## config.mk

```make
export PLATFORM = sky130hd
export DESIGN_NAME = touch_gesture_detector
export DESIGN_NICKNAME = d
export VERILOG_FILES = /design/src/hw/rtl/tgd_pkg.sv /design/src/hw/rtl/touch_gesture_detector.sv /design/src/hw/rtl/tgd_cfg.sv
export SDC_FILE = /design/constraint.sdc
export NUM_CORES = 1
export LEC_CHECK = 0
export BUFFER_PORTS_ARGS = -buffer_cell sky130_fd_sc_hd__buf_2
export CAP_MARGIN = 20
export CORE_ASPECT_RATIO = 0.6
export CORE_MARGIN = 5
export CORE_UTILIZATION = 29
export CTS_CLUSTER_DIAMETER = 40
export DETAILED_ROUTE_END_ITERATION = 8
export SLEW_MARGIN = 15
export SYNTH_ARGS = -nofsm -noshare
export SYNTH_HDL_FRONTEND = slang
export SYNTH_SLANG_ARGS = --single-unit
```

## constraint.sdc

```tcl
create_clock -name i_clk -period 11.58 [get_ports i_clk]
set_input_delay 0.579 -clock i_clk [delete_from_list [all_inputs] [get_ports i_clk]]
set_output_delay 0.579 -clock i_clk [all_outputs]
set_load 0.005 [all_outputs]
```

## src/hw/rtl/tgd_pkg.sv

```systemverilog
// Shared types, register indexes and event codes for the touch gesture detector.
// No dependencies; every other file of the block imports this package.
package tgd_pkg;

    localparam int LevelW   = 22;
    localparam int ThreshW  = LevelW + 1;
    localparam int TimeW    = 32;
    localparam int MsW      = 16;
    localparam int CfgIdxW  = 3;

    // Register indexes of the configuration port.
    localparam logic [CfgIdxW-1:0] REG_BASELINE   = 3'd0;
    localparam logic [CfgIdxW-1:0] REG_TAP_MAX    = 3'd1;
    localparam logic [CfgIdxW-1:0] REG_DOUBLE_TAP = 3'd2;
    localparam logic [CfgIdxW-1:0] REG_LONG_PRESS = 3'd3;
    localparam logic [CfgIdxW-1:0] REG_FROZEN     = 3'd4;

    // Reset values of the timing registers.
    localparam logic [MsW-1:0] TAP_MAX_RST    = 16'd350;
    localparam logic [MsW-1:0] DOUBLE_TAP_RST = 16'd400;
    localparam logic [MsW-1:0] LONG_PRESS_RST = 16'd1200;
    localparam logic [MsW-1:0] FROZEN_RST     = 16'd500;

    // Event codes reported with each item.
    localparam logic [1:0] EV_NONE       = 2'd0;
    localparam logic [1:0] EV_PIN        = 2'd1;
    localparam logic [1:0] EV_PRIV_ENTER = 2'd2;
    localparam logic [1:0] EV_PRIV_EXIT  = 2'd3;

    typedef struct packed {
        logic [ThreshW-1:0] threshold;
        logic [MsW-1:0]     tap_len;
        logic [MsW-1:0]     dtap_gap;
        logic [MsW-1:0]     hold_len;
        logic [MsW-1:0]     frozen_limit;
    } t_cfg;

    // Press threshold: baseline + floor(2 * baseline / 5). The quotient comes
    // from a multiply by the 32-bit reciprocal of 5, exact for any 32-bit value.
    function automatic logic [ThreshW-1:0] press_threshold(input logic [LevelW-1:0] base);
        logic [TimeW-1:0]   dbl;
        logic [2*TimeW-1:0] prod;
        logic [ThreshW-1:0] quo;
        dbl  = {{(TimeW-LevelW-1){1'b0}}, base, 1'b0};
        prod = {{TimeW{1'b0}}, dbl} * {{TimeW{1'b0}}, 32'hCCCC_CCCD};
        quo  = prod[34 +: ThreshW];
        press_threshold = {1'b0, base} + quo;
    endfunction

endpackage

```

## src/hw/rtl/touch_gesture_detector.sv

```systemverilog
// Top level of the touch gesture detector: input register, gesture state and
// result register. Depends on tgd_pkg and tgd_cfg.
//
// Usage:
// Each input item is one touch reading (i_raw_level) with its millisecond
// timestamp (i_now_ms); it is taken at a clock edge where i_in_valid is high
// and o_in_stall is low. Every item yields exactly one result item on the
// output channel, taken where o_out_valid is high and i_out_stall is low.
// An item is held in the input register and is then evaluated against the
// gesture state in a single pass into the result register, from which its
// result is taken on the output channel.
// One item per cycle is sustained while the receiver does not stall; the
// rate is set by the single state update per item.
// When the receiver stalls, the result register holds and the input register
// fills, after which o_in_stall rises until the result is taken.
// Configuration is written through i_cfg_we / i_cfg_index / i_cfg_wdata while
// no item is in flight; writing the baseline also forms the press threshold.
// Synchronous reset empties both registers, clears all gesture state and
// loads the default timing values.
module touch_gesture_detector (
    input  logic                          i_clk,
    input  logic                          i_rst_n,
    input  logic                          i_cfg_we,
    input  logic [tgd_pkg::CfgIdxW-1:0]   i_cfg_index,
    input  logic [tgd_pkg::LevelW-1:0]    i_cfg_wdata,
    input  logic                          i_in_valid,
    output logic                          o_in_stall,
    input  logic [tgd_pkg::LevelW-1:0]    i_raw_level,
    input  logic [tgd_pkg::TimeW-1:0]     i_now_ms,
    output logic                          o_out_valid,
    input  logic                          i_out_stall,
    output logic [1:0]                    o_event_code,
    output logic                          o_flash_request,
    output logic                          o_sensor_restart,
    output logic                          o_privacy_mode,
    output logic                          o_touch_active
);
    import tgd_pkg::*;

    t_cfg cfg;

    tgd_cfg u_cfg (
        .i_clk       (i_clk),
        .i_rst_n     (i_rst_n),
        .i_cfg_we    (i_cfg_we),
        .i_cfg_index (i_cfg_index),
        .i_cfg_wdata (i_cfg_wdata),
        .o_cfg       (cfg)
    );

    // Input register.
    logic              r_in_valid;
    logic [LevelW-1:0] r_raw;
    logic [TimeW-1:0]  r_now;

    // Gesture state.
    logic              r_held;
    logic              r_long_done;
    logic [TimeW-1:0]  r_press_start;
    logic [TimeW-1:0]  r_last_tap;
    logic [LevelW-1:0] r_prev_level;
    logic [MsW-1:0]    r_repeat;
    logic              r_privacy;

    // Result register.
    logic              r_out_valid;
    logic [1:0]        r_event;
    logic              r_flash;
    logic              r_restart;
    logic              r_priv_out;
    logic              r_touch;

    logic              out_blocked;
    logic              adv;
    logic              accept;

    assign out_blocked = r_out_valid && i_out_stall;
    assign adv         = r_in_valid && !out_blocked;
    assign o_in_stall  = r_in_valid && out_blocked;
    assign accept      = i_in_valid && !o_in_stall;

    // Single-pass evaluation of the item in the input register.
    logic              same_level;
    logic [MsW-1:0]    repeat_inc;
    logic              restart;
    logic [MsW-1:0]    n_repeat;
    logic              pressed;
    logic              press_begin;
    logic [TimeW-1:0]  start_ms;
    logic              long_done_eff;
    logic [TimeW-1:0]  hold_ms;
    logic [TimeW-1:0]  gap_ms;
    logic              long_fire;
    logic              n_privacy;
    logic              tap;
    logic              dbl_tap;
    logic [TimeW-1:0]  n_last_tap;
    logic [1:0]        n_event;
    logic              n_flash;

    always_comb begin
        same_level    = (r_raw == r_prev_level);
        repeat_inc    = r_repeat + MsW'(1);
        restart       = same_level && (repeat_inc >= cfg.frozen_limit);
        n_repeat      = (same_level && !restart) ? repeat_inc : '0;

        pressed       = {1'b0, r_raw} > cfg.threshold;
        press_begin   = pressed && !r_held;
        start_ms      = press_begin ? r_now : r_press_start;
        long_done_eff = press_begin ? 1'b0 : r_long_done;
        hold_ms       = r_now - start_ms;
        gap_ms        = r_now - r_last_tap;

        long_fire     = pressed && !long_done_eff
                        && (hold_ms >= {{(TimeW-MsW){1'b0}}, cfg.hold_len});
        n_privacy     = r_privacy ^ long_fire;

        // A release of a short press that never fired the long press is a tap.
        tap           = !pressed && r_held && !r_long_done
                        && (hold_ms < {{(TimeW-MsW){1'b0}}, cfg.tap_len});
        dbl_tap       = tap && (gap_ms <= {{(TimeW-MsW){1'b0}}, cfg.dtap_gap});

        n_last_tap = r_last_tap;
        if (dbl_tap) begin
            n_last_tap = '0;
        end else if (tap) begin
            n_last_tap = r_now;
        end

        n_event = EV_NONE;
        n_flash = 1'b0;
        if (long_fire) begin
            n_event = n_privacy ? EV_PRIV_ENTER : EV_PRIV_EXIT;
        end else if (dbl_tap && !r_privacy) begin
            n_event = EV_PIN;
            n_flash = 1'b1;
        end
    end

    always_ff @(posedge i_clk) begin
        if (!i_rst_n) begin
            r_in_valid    <= 1'b0;
            r_out_valid   <= 1'b0;
            r_held        <= 1'b0;
            r_long_done   <= 1'b0;
            r_press_start <= '0;
            r_last_tap    <= '0;
            r_prev_level  <= '0;
            r_repeat      <= '0;
            r_privacy     <= 1'b0;
        end else begin
            if (accept) begin
                r_in_valid <= 1'b1;
            end else if (adv) begin
                r_in_valid <= 1'b0;
            end

            if (adv) begin
                r_out_valid <= 1'b1;
            end else if (!i_out_stall) begin
                r_out_valid <= 1'b0;
            end

            if (adv) begin
                r_held        <= pressed;
                r_long_done   <= long_done_eff | long_fire;
                r_press_start <= start_ms;
                r_last_tap    <= n_last_tap;
                r_prev_level  <= r_raw;
                r_repeat      <= n_repeat;
                r_privacy     <= n_privacy;
            end
        end
    end

    always_ff @(posedge i_clk) begin
        if (accept) begin
            r_raw <= i_raw_level;
            r_now <= i_now_ms;
        end
        if (adv) begin
            r_event    <= n_event;
            r_flash    <= n_flash;
            r_restart  <= restart;
            r_priv_out <= n_privacy;
            r_touch    <= pressed;
        end
    end

    assign o_out_valid      = r_out_valid;
    assign o_event_code     = r_event;
    assign o_flash_request  = r_flash;
    assign o_sensor_restart = r_restart;
    assign o_privacy_mode   = r_priv_out;
    assign o_touch_active   = r_touch;

endmodule

```

## src/hw/rtl/tgd_cfg.sv

```systemverilog
// Configuration registers of the touch gesture detector.
// Depends on tgd_pkg; the baseline is stored as its ready-made press threshold.
module tgd_cfg (
    input  logic                          i_clk,
    input  logic                          i_rst_n,
    input  logic                          i_cfg_we,
    input  logic [tgd_pkg::CfgIdxW-1:0]   i_cfg_index,
    input  logic [tgd_pkg::LevelW-1:0]    i_cfg_wdata,
    output tgd_pkg::t_cfg                 o_cfg
);
    import tgd_pkg::*;

    t_cfg r_cfg;
    t_cfg n_cfg;

    always_comb begin
        n_cfg = r_cfg;
        if (i_cfg_we) begin
            case (i_cfg_index)
                REG_BASELINE:   n_cfg.threshold    = press_threshold(i_cfg_wdata);
                REG_TAP_MAX:    n_cfg.tap_len      = i_cfg_wdata[MsW-1:0];
                REG_DOUBLE_TAP: n_cfg.dtap_gap     = i_cfg_wdata[MsW-1:0];
                REG_LONG_PRESS: n_cfg.hold_len     = i_cfg_wdata[MsW-1:0];
                REG_FROZEN:     n_cfg.frozen_limit = i_cfg_wdata[MsW-1:0];
                default:        n_cfg = r_cfg;
            endcase
        end
    end

    always_ff @(posedge i_clk) begin
        if (!i_rst_n) begin
            r_cfg.threshold    <= '0;
            r_cfg.tap_len      <= TAP_MAX_RST;
            r_cfg.dtap_gap     <= DOUBLE_TAP_RST;
            r_cfg.hold_len     <= LONG_PRESS_RST;
            r_cfg.frozen_limit <= FROZEN_RST;
        end else begin
            r_cfg <= n_cfg;
        end
    end

    assign o_cfg = r_cfg;

endmodule

```

==> out/qor.yml, run 1 <==
synth_area_um2: 23500
cp_max_fo: 6
synthMuxAreaShare: 0.0136
status: "completed"
crit_required_ns: 12.06
clk_pin_slew_ns: 0.06
hp-class: "in -> reg"
fillCellCount: 8296
fin_tns_setup_ns: 0
gp_congestion: 0.913
cts-hold-fix-buffers: 0
antennaDiodeCount: 0
fin_crit_sh: 0.813
root_buffer: "clkbuf_16"
synth_top_cell_area_share: 0.195
fin_util: 0.328
setup_viol: 0
cts_setup_buffers: 0
yosys_warnings: 0
num_vias: 18500
synth-edff-count: 60
synth.cells.most_frequent: "inv_1, ha_1, nand2_1, a21oi_1, dfxtp_1"
period_needed_ns: 9.42
cts_buffer_depth: 3
cp-end-kind: "flip-flop"
cts_tree: "yes"
grt_usage: 0.143
drive_gt1_frac: 0.0731
grt_pass1_vias: 17400
clock-sinks: 254
drv_slew: 0
ys_seq_area_frac: 0.242
synth-seq-cells: 254
first_iter_violations: 1349
max_freq_mhz: 106
slew_headroom: 0.364
synth-simple-area-share: 0.129
grt_pass1_wl_um: 99700
synth_nets: 3247
dp_hpwl_um: 51100
num_io_pins: 92
clk_latency_ns: 0.58
route.detailed.drc: 0
worstMarginPinSlew_ns: 0.950
initial_core_util: 0.294
dr.pass1.iters: 5
synth_most_common_cell: "inv_1"
rows: 80
finish.net_count: 3308
multi_input_area_um2: 15900
cts_buffers: 30
ff_latch_area_um2: 5690
synthXorXnorAreaFrac: 0.0413
startpoint_type: "input pin"
core_um2: 80000
skew_ns: 0.0279
ant_nets: 0
syn_to_final_growth_pct: 11.4
grt_remaining_overflow: 0
yosys.area.top_type: "ha_1"
hold_viol: 0
postSynthCellCount: 2650
rsz0062_at_grt: "false"
max_stage_delay_ns: 0.61
synth_cell_type_count: 97
die_area_um2: 87100
portBuffers: 91
worst_path_max_delay_cell: "fa_1"
die_w_um: 378
wl_um: 63600
htree_levels: 1
drv_cap: 0
synth_ff_type: "dfxtp_1"
dieHeight_um: 231
avgViaCountPerCell: 4.87
grt_max_degree: 74
crit_arrival_ns: 9.89
synth.area.top_cells: "ha_1, dfxtp_1, fa_1"
avgSynthCellArea_um2: 8.88
worstSetupPathType: "in -> reg"
antenna_found_initial: 0
wl_per_cell_um: 16.7
whs_ns: 0.174
synth_compound_area_frac: 0.172
synth_top_family_by_area: "adder cells"
synthAdderAreaFrac: 0.320
cts_resized: 0
async_reset_ff_frac: 0
==> critical path, delay by kind of cell <==
kind | cells | cell delay [ns]
adder cells (fa/ha/maj) | 9 | 4.01
AO/OA/AOI/OAI | 10 | 2.57
AND/OR/NAND/NOR | 8 | 1.56
XOR/XNOR | 3 | 0.64
buffers and inverters | 6 | 0.52
==> layout make-up <==
class | count | share of cell area
tap | 1066 | 0.0509
clock buffer | 38 | 0.0342
sequential | 254 | 0.217
clock inverter | 18 | 0.00974
timing repair buffer | 102 | 0.0205
inverter | 425 | 0.0610
multi-input combinational | 1898 | 0.607
==> kinds of logic after synthesis <==
family,after synthesis
simple gates,643
buf+inv,498
compound gates,599
flops,254
mux,32
xor+xnor,111
fa+ha+maj,513
==> stage by stage <==
step	setup WS [ns]	area [µm²]	cells
after floorplan	2.77	23500	2650
after global routing	1.61	26200	3801
final	2.16	26200	3801
after detailed placement	1.68	25100	3745
after global placement	1.80	25100	3745
after CTS	2.24	26200	3801
==> final timing paths <==
path | start | endpoint | slack (ns) | cells past startpoint
worst min register to register | u_cfg.o_cfg[80] | u_cfg.o_cfg[80] | 0.45 | 2
worst max register to register | r_raw[17] | r_last_tap[18] | 4.20 | 30
worst min-delay path | i_now_ms[23] | r_now[23] | 0.17 | 1
worst max-delay path | i_cfg_wdata[20] | u_cfg.o_cfg[85] | 2.16 | 36
==> flip-flops by register name, indices dropped and copies added (netlist names) <==
name / count
o_event_code: 2
o_flash_request: 1
o_sensor_restart: 1
o_out_valid: 1
r_privacy: 1
r_held: 1
r_prev_level: 22
o_touch_active: 1
r_raw: 22
o_privacy_mode: 1
u_cfg.o_cfg: 87
r_repeat: 16
r_in_valid: 1
r_last_tap: 32
r_press_start: 32
r_long_done: 1
r_now: 32
==> layout by cell type, fill, tap and decap left out, types with 9 or more instances in the layout <==
cell / instances
o21ai_0: 60
xor2_1: 37
nand4_1: 32
and2_1: 9
a21oi_1: 205
buf_2: 91
a211oi_1: 47
a31oi_1: 10
mux2i_1: 32
a21o_1: 73
nor2b_1: 18
o21a_1: 15
o21bai_1: 9
edfxtp_1: 60
nor3_1: 28
buf_4: 11
clkbuf_16: 34
a22o_1: 43
nand2b_1: 23
and3_1: 17
nand2_1: 292
dfxtp_1: 194
o21ai_1: 13
fa_1: 147
nor2_1: 114
ha_1: 366
nand3_1: 45
o211ai_1: 39
xnor2_1: 74
inv_1: 423
==> routing by layer <==
metal	up-vias	part of all wire	routed length, µm	GRT usage
met5	-	0	0	0
met4	0	0.011	707	0.0157
met3	44	0.072	4590	0.0322
met2	462	0.38	24100	0.195
met1	8793	0.54	34200	0.232
li1	9215	-	-	-
Power of run 1 is left out: the tool's default activity adds up to more than one toggle a clock period on the data nets, which glitch-free logic cannot reach.
==> run 2, diff against run 1 <==
--- a/config.mk
+++ b/config.mk
@@ -5,6 +5,7 @@
 export SDC_FILE = /design/constraint.sdc
 export NUM_CORES = 1
 export LEC_CHECK = 0
+export ABC_AREA = 1
 export BUFFER_PORTS_ARGS = -buffer_cell sky130_fd_sc_hd__buf_2
 export CAP_MARGIN = 20
 export CORE_ASPECT_RATIO = 0.6
==> constraint.sdc (replaced) <==
create_clock -name i_clk -period 9.05 [get_ports i_clk]
set_input_delay 0.4525 -clock i_clk [delete_from_list [all_inputs] [get_ports i_clk]]
set_output_delay 0.4525 -clock i_clk [all_outputs]
set_load 0.005 [all_outputs]
==> out/qor.yml, run 2 <==
status: "completed"
fin_crit_sh: 0.936
synth-simple-area-share: 0.209
yosys.area.top_type: "ha_1"
placed_area_um2: 28600
dieHeight_um: 244
wl_um: 89900
startpoint_type: "input pin"
worstMarginPinSlew_ns: 1.05
portBuffers: 91
finish.net_count: 4400
final_cell_mix: "nand2_1, inv_1, ha_1"
die_w_um: 399
synth_cell_type_count: 53
period_needed_ns: 8.47
cts_setup_buffers: 0
num_io_pins: 92
synth_ff_type: "dfxtp_1"
num_vias: 24100
synth-edff-count: 60
grt_max_degree: 64
root_buffer: "clkbuf_16"
wl_per_cell_um: 17.8
ys_seq_area_frac: 0.216
whs_ns: 0.0391
die_area_um2: 97200
synth-seq-cells: 254
postSynthCellCount: 3670
cts_tree: "yes"
synth.cells.most_frequent: "nand2_1, inv_1, ha_1, a21oi_1, nor2_1"
cts_buffer_depth: 3
setup_viol: 0
postLayoutCellArea_um2: 29800
cts-hold-fix-buffers: 0
cts_buffers: 31
async_reset_ff_frac: 0
core_um2: 89900
cpMostUsedCell: "inv_1"
clk_pin_slew_ns: 0.07
dp_hpwl_um: 75900
r2r_slack_ns: 2.70
syn_to_final_growth_pct: 12.9
grt_usage: 0.181
largest_reg_flops: 87
ant_nets: 0
grt_pass1_vias: 22300
max_freq_mhz: 118
crit_arrival_ns: 8.95
fillCellCount: 9650
crit_required_ns: 9.52
initial_core_util: 0.293
avgSynthCellArea_um2: 7.18
antenna_found_initial: 6
drv_cap: 0
slew_headroom: 0.284
avgViaCountPerCell: 4.78
fin_tns_setup_ns: 0
route.detailed.drc: 0
cts_resized: 0
drive_gt1_frac: 0.0672
synth_most_common_cell: "nand2_1"
hold_viol: 0
hp-class: "in -> reg"
gp_congestion: 0.993
synth_compound_area_frac: 0.124
max_stage_delay_ns: 0.78
rows: 85
final_common_cell: "nand2_1"
worstSetupPathType: "in -> reg"
cp_max_fo: 5
synthXorXnorAreaFrac: 0.0339
clk_latency_ns: 0.59
drv_slew: 0
synth_top_cell_area_share: 0.174
synthAdderAreaFrac: 0.285
yosys_warnings: 0
rsz0062_at_grt: "false"
skew_ns: 0.0215
cp-end-kind: "flip-flop"
synth.area.top_cells: "ha_1, dfxtp_1, nand2_1"
synth_nets: 4267
synthMuxAreaShare: 0.00760
first_iter_violations: 2327
grt_remaining_overflow: 0
dr.pass1.iters: 6
worst_path_max_delay_cell: "nor4_1"
grt_pass1_wl_um: 135000
synth_top_family_by_area: "adder cells"
clock-sinks: 254
synth_area_um2: 26400
htree_levels: 1
[run 2: cell count changes after synthesis, sizes merged, moves of 43 or more]
| cell | before | now |
|---|---|---|
| a22o | 43 | 0 |
| nand3 | 45 | 114 |
| nor2 | 115 | 266 |
| a211oi | 48 | 3 |
| nand2 | 293 | 800 |
| xnor2 | 74 | 27 |
| a21oi | 205 | 304 |
| a21o | 73 | 3 |
| inv | 425 | 791 |
| o21ai | 75 | 193 |
[run 2: per-stage QoR]
step | setup WS [ns] | cells | utilization
2_1_floorplan | 1.52 | 3670 | -
3_5_place_dp | 0.189 | 4987 | 0.318
5_1_grt | 0.112 | 5045 | 0.331
3_3_place_gp | 0.270 | 4987 | 0.318
4_1_cts | 0.783 | 5044 | 0.331
6_report | 0.575 | 5046 | 0.331
[run 2: kinds of logic (layout without fill, tap and decap cells)]
kind of cell | count (synthesis) | in the layout
AND/OR/NAND/NOR | 1324 | 1324
buffers and inverters | 858 | 1015
AO/OA/AOI/OAI | 599 | 599
adder cells (fa/ha/maj) | 513 | 513
flip-flops | 254 | 254
XOR/XNOR | 102 | 102
multiplexers | 20 | 20
other | 0 | 1
[run 2: worst paths after layout]
path / startpoint / endpoint / depth (start not counted)
worst min-delay path: i_now_ms[22] / r_now[22] / 1
worst max register to register: r_raw[6] / r_last_tap[19] / 29
worst max-delay path: i_cfg_wdata[8] / u_cfg.o_cfg[82] / 35
worst min register to register: r_press_start[21] / r_press_start[21] / 2
[run 2: layer usage]
layer	wire length, µm	up-vias	GRT usage
met4	1190	4	0.0230
met2	31600	759	0.226
li1	-	12000	-
met3	8900	69	0.0497
met1	48200	11300	0.301
met5	26	-	0
[run 2: worst max-delay path, delay by kind of cell]
kind	cells	cell delay, ns
buffers and inverters	11	1.27
and+or+nand+nor	5	1.26
AOI/OAI and AO/OA	8	1.32
xor gates and xnor gates	2	0.39
adders and majority gates	9	4.23
[run 2: layout make-up]
| class | instances | area [µm²] | share of cell area |
|---|---|---|---|
| Tap cell | 1218 | 1520 | 0.0512 |
| Multi-Input combinational cell | 2558 | 17400 | 0.585 |
| Clock buffer | 33 | 793 | 0.0267 |
| Timing Repair Buffer | 166 | 1030 | 0.0346 |
| Inverter | 792 | 2970 | 0.0999 |
| Sequential cell | 254 | 5690 | 0.191 |
| Clock inverter | 24 | 338 | 0.0114 |
| Antenna cell | 1 | 2.50 | 0.0000841 |
Power of run 2 is left out for the same reason.
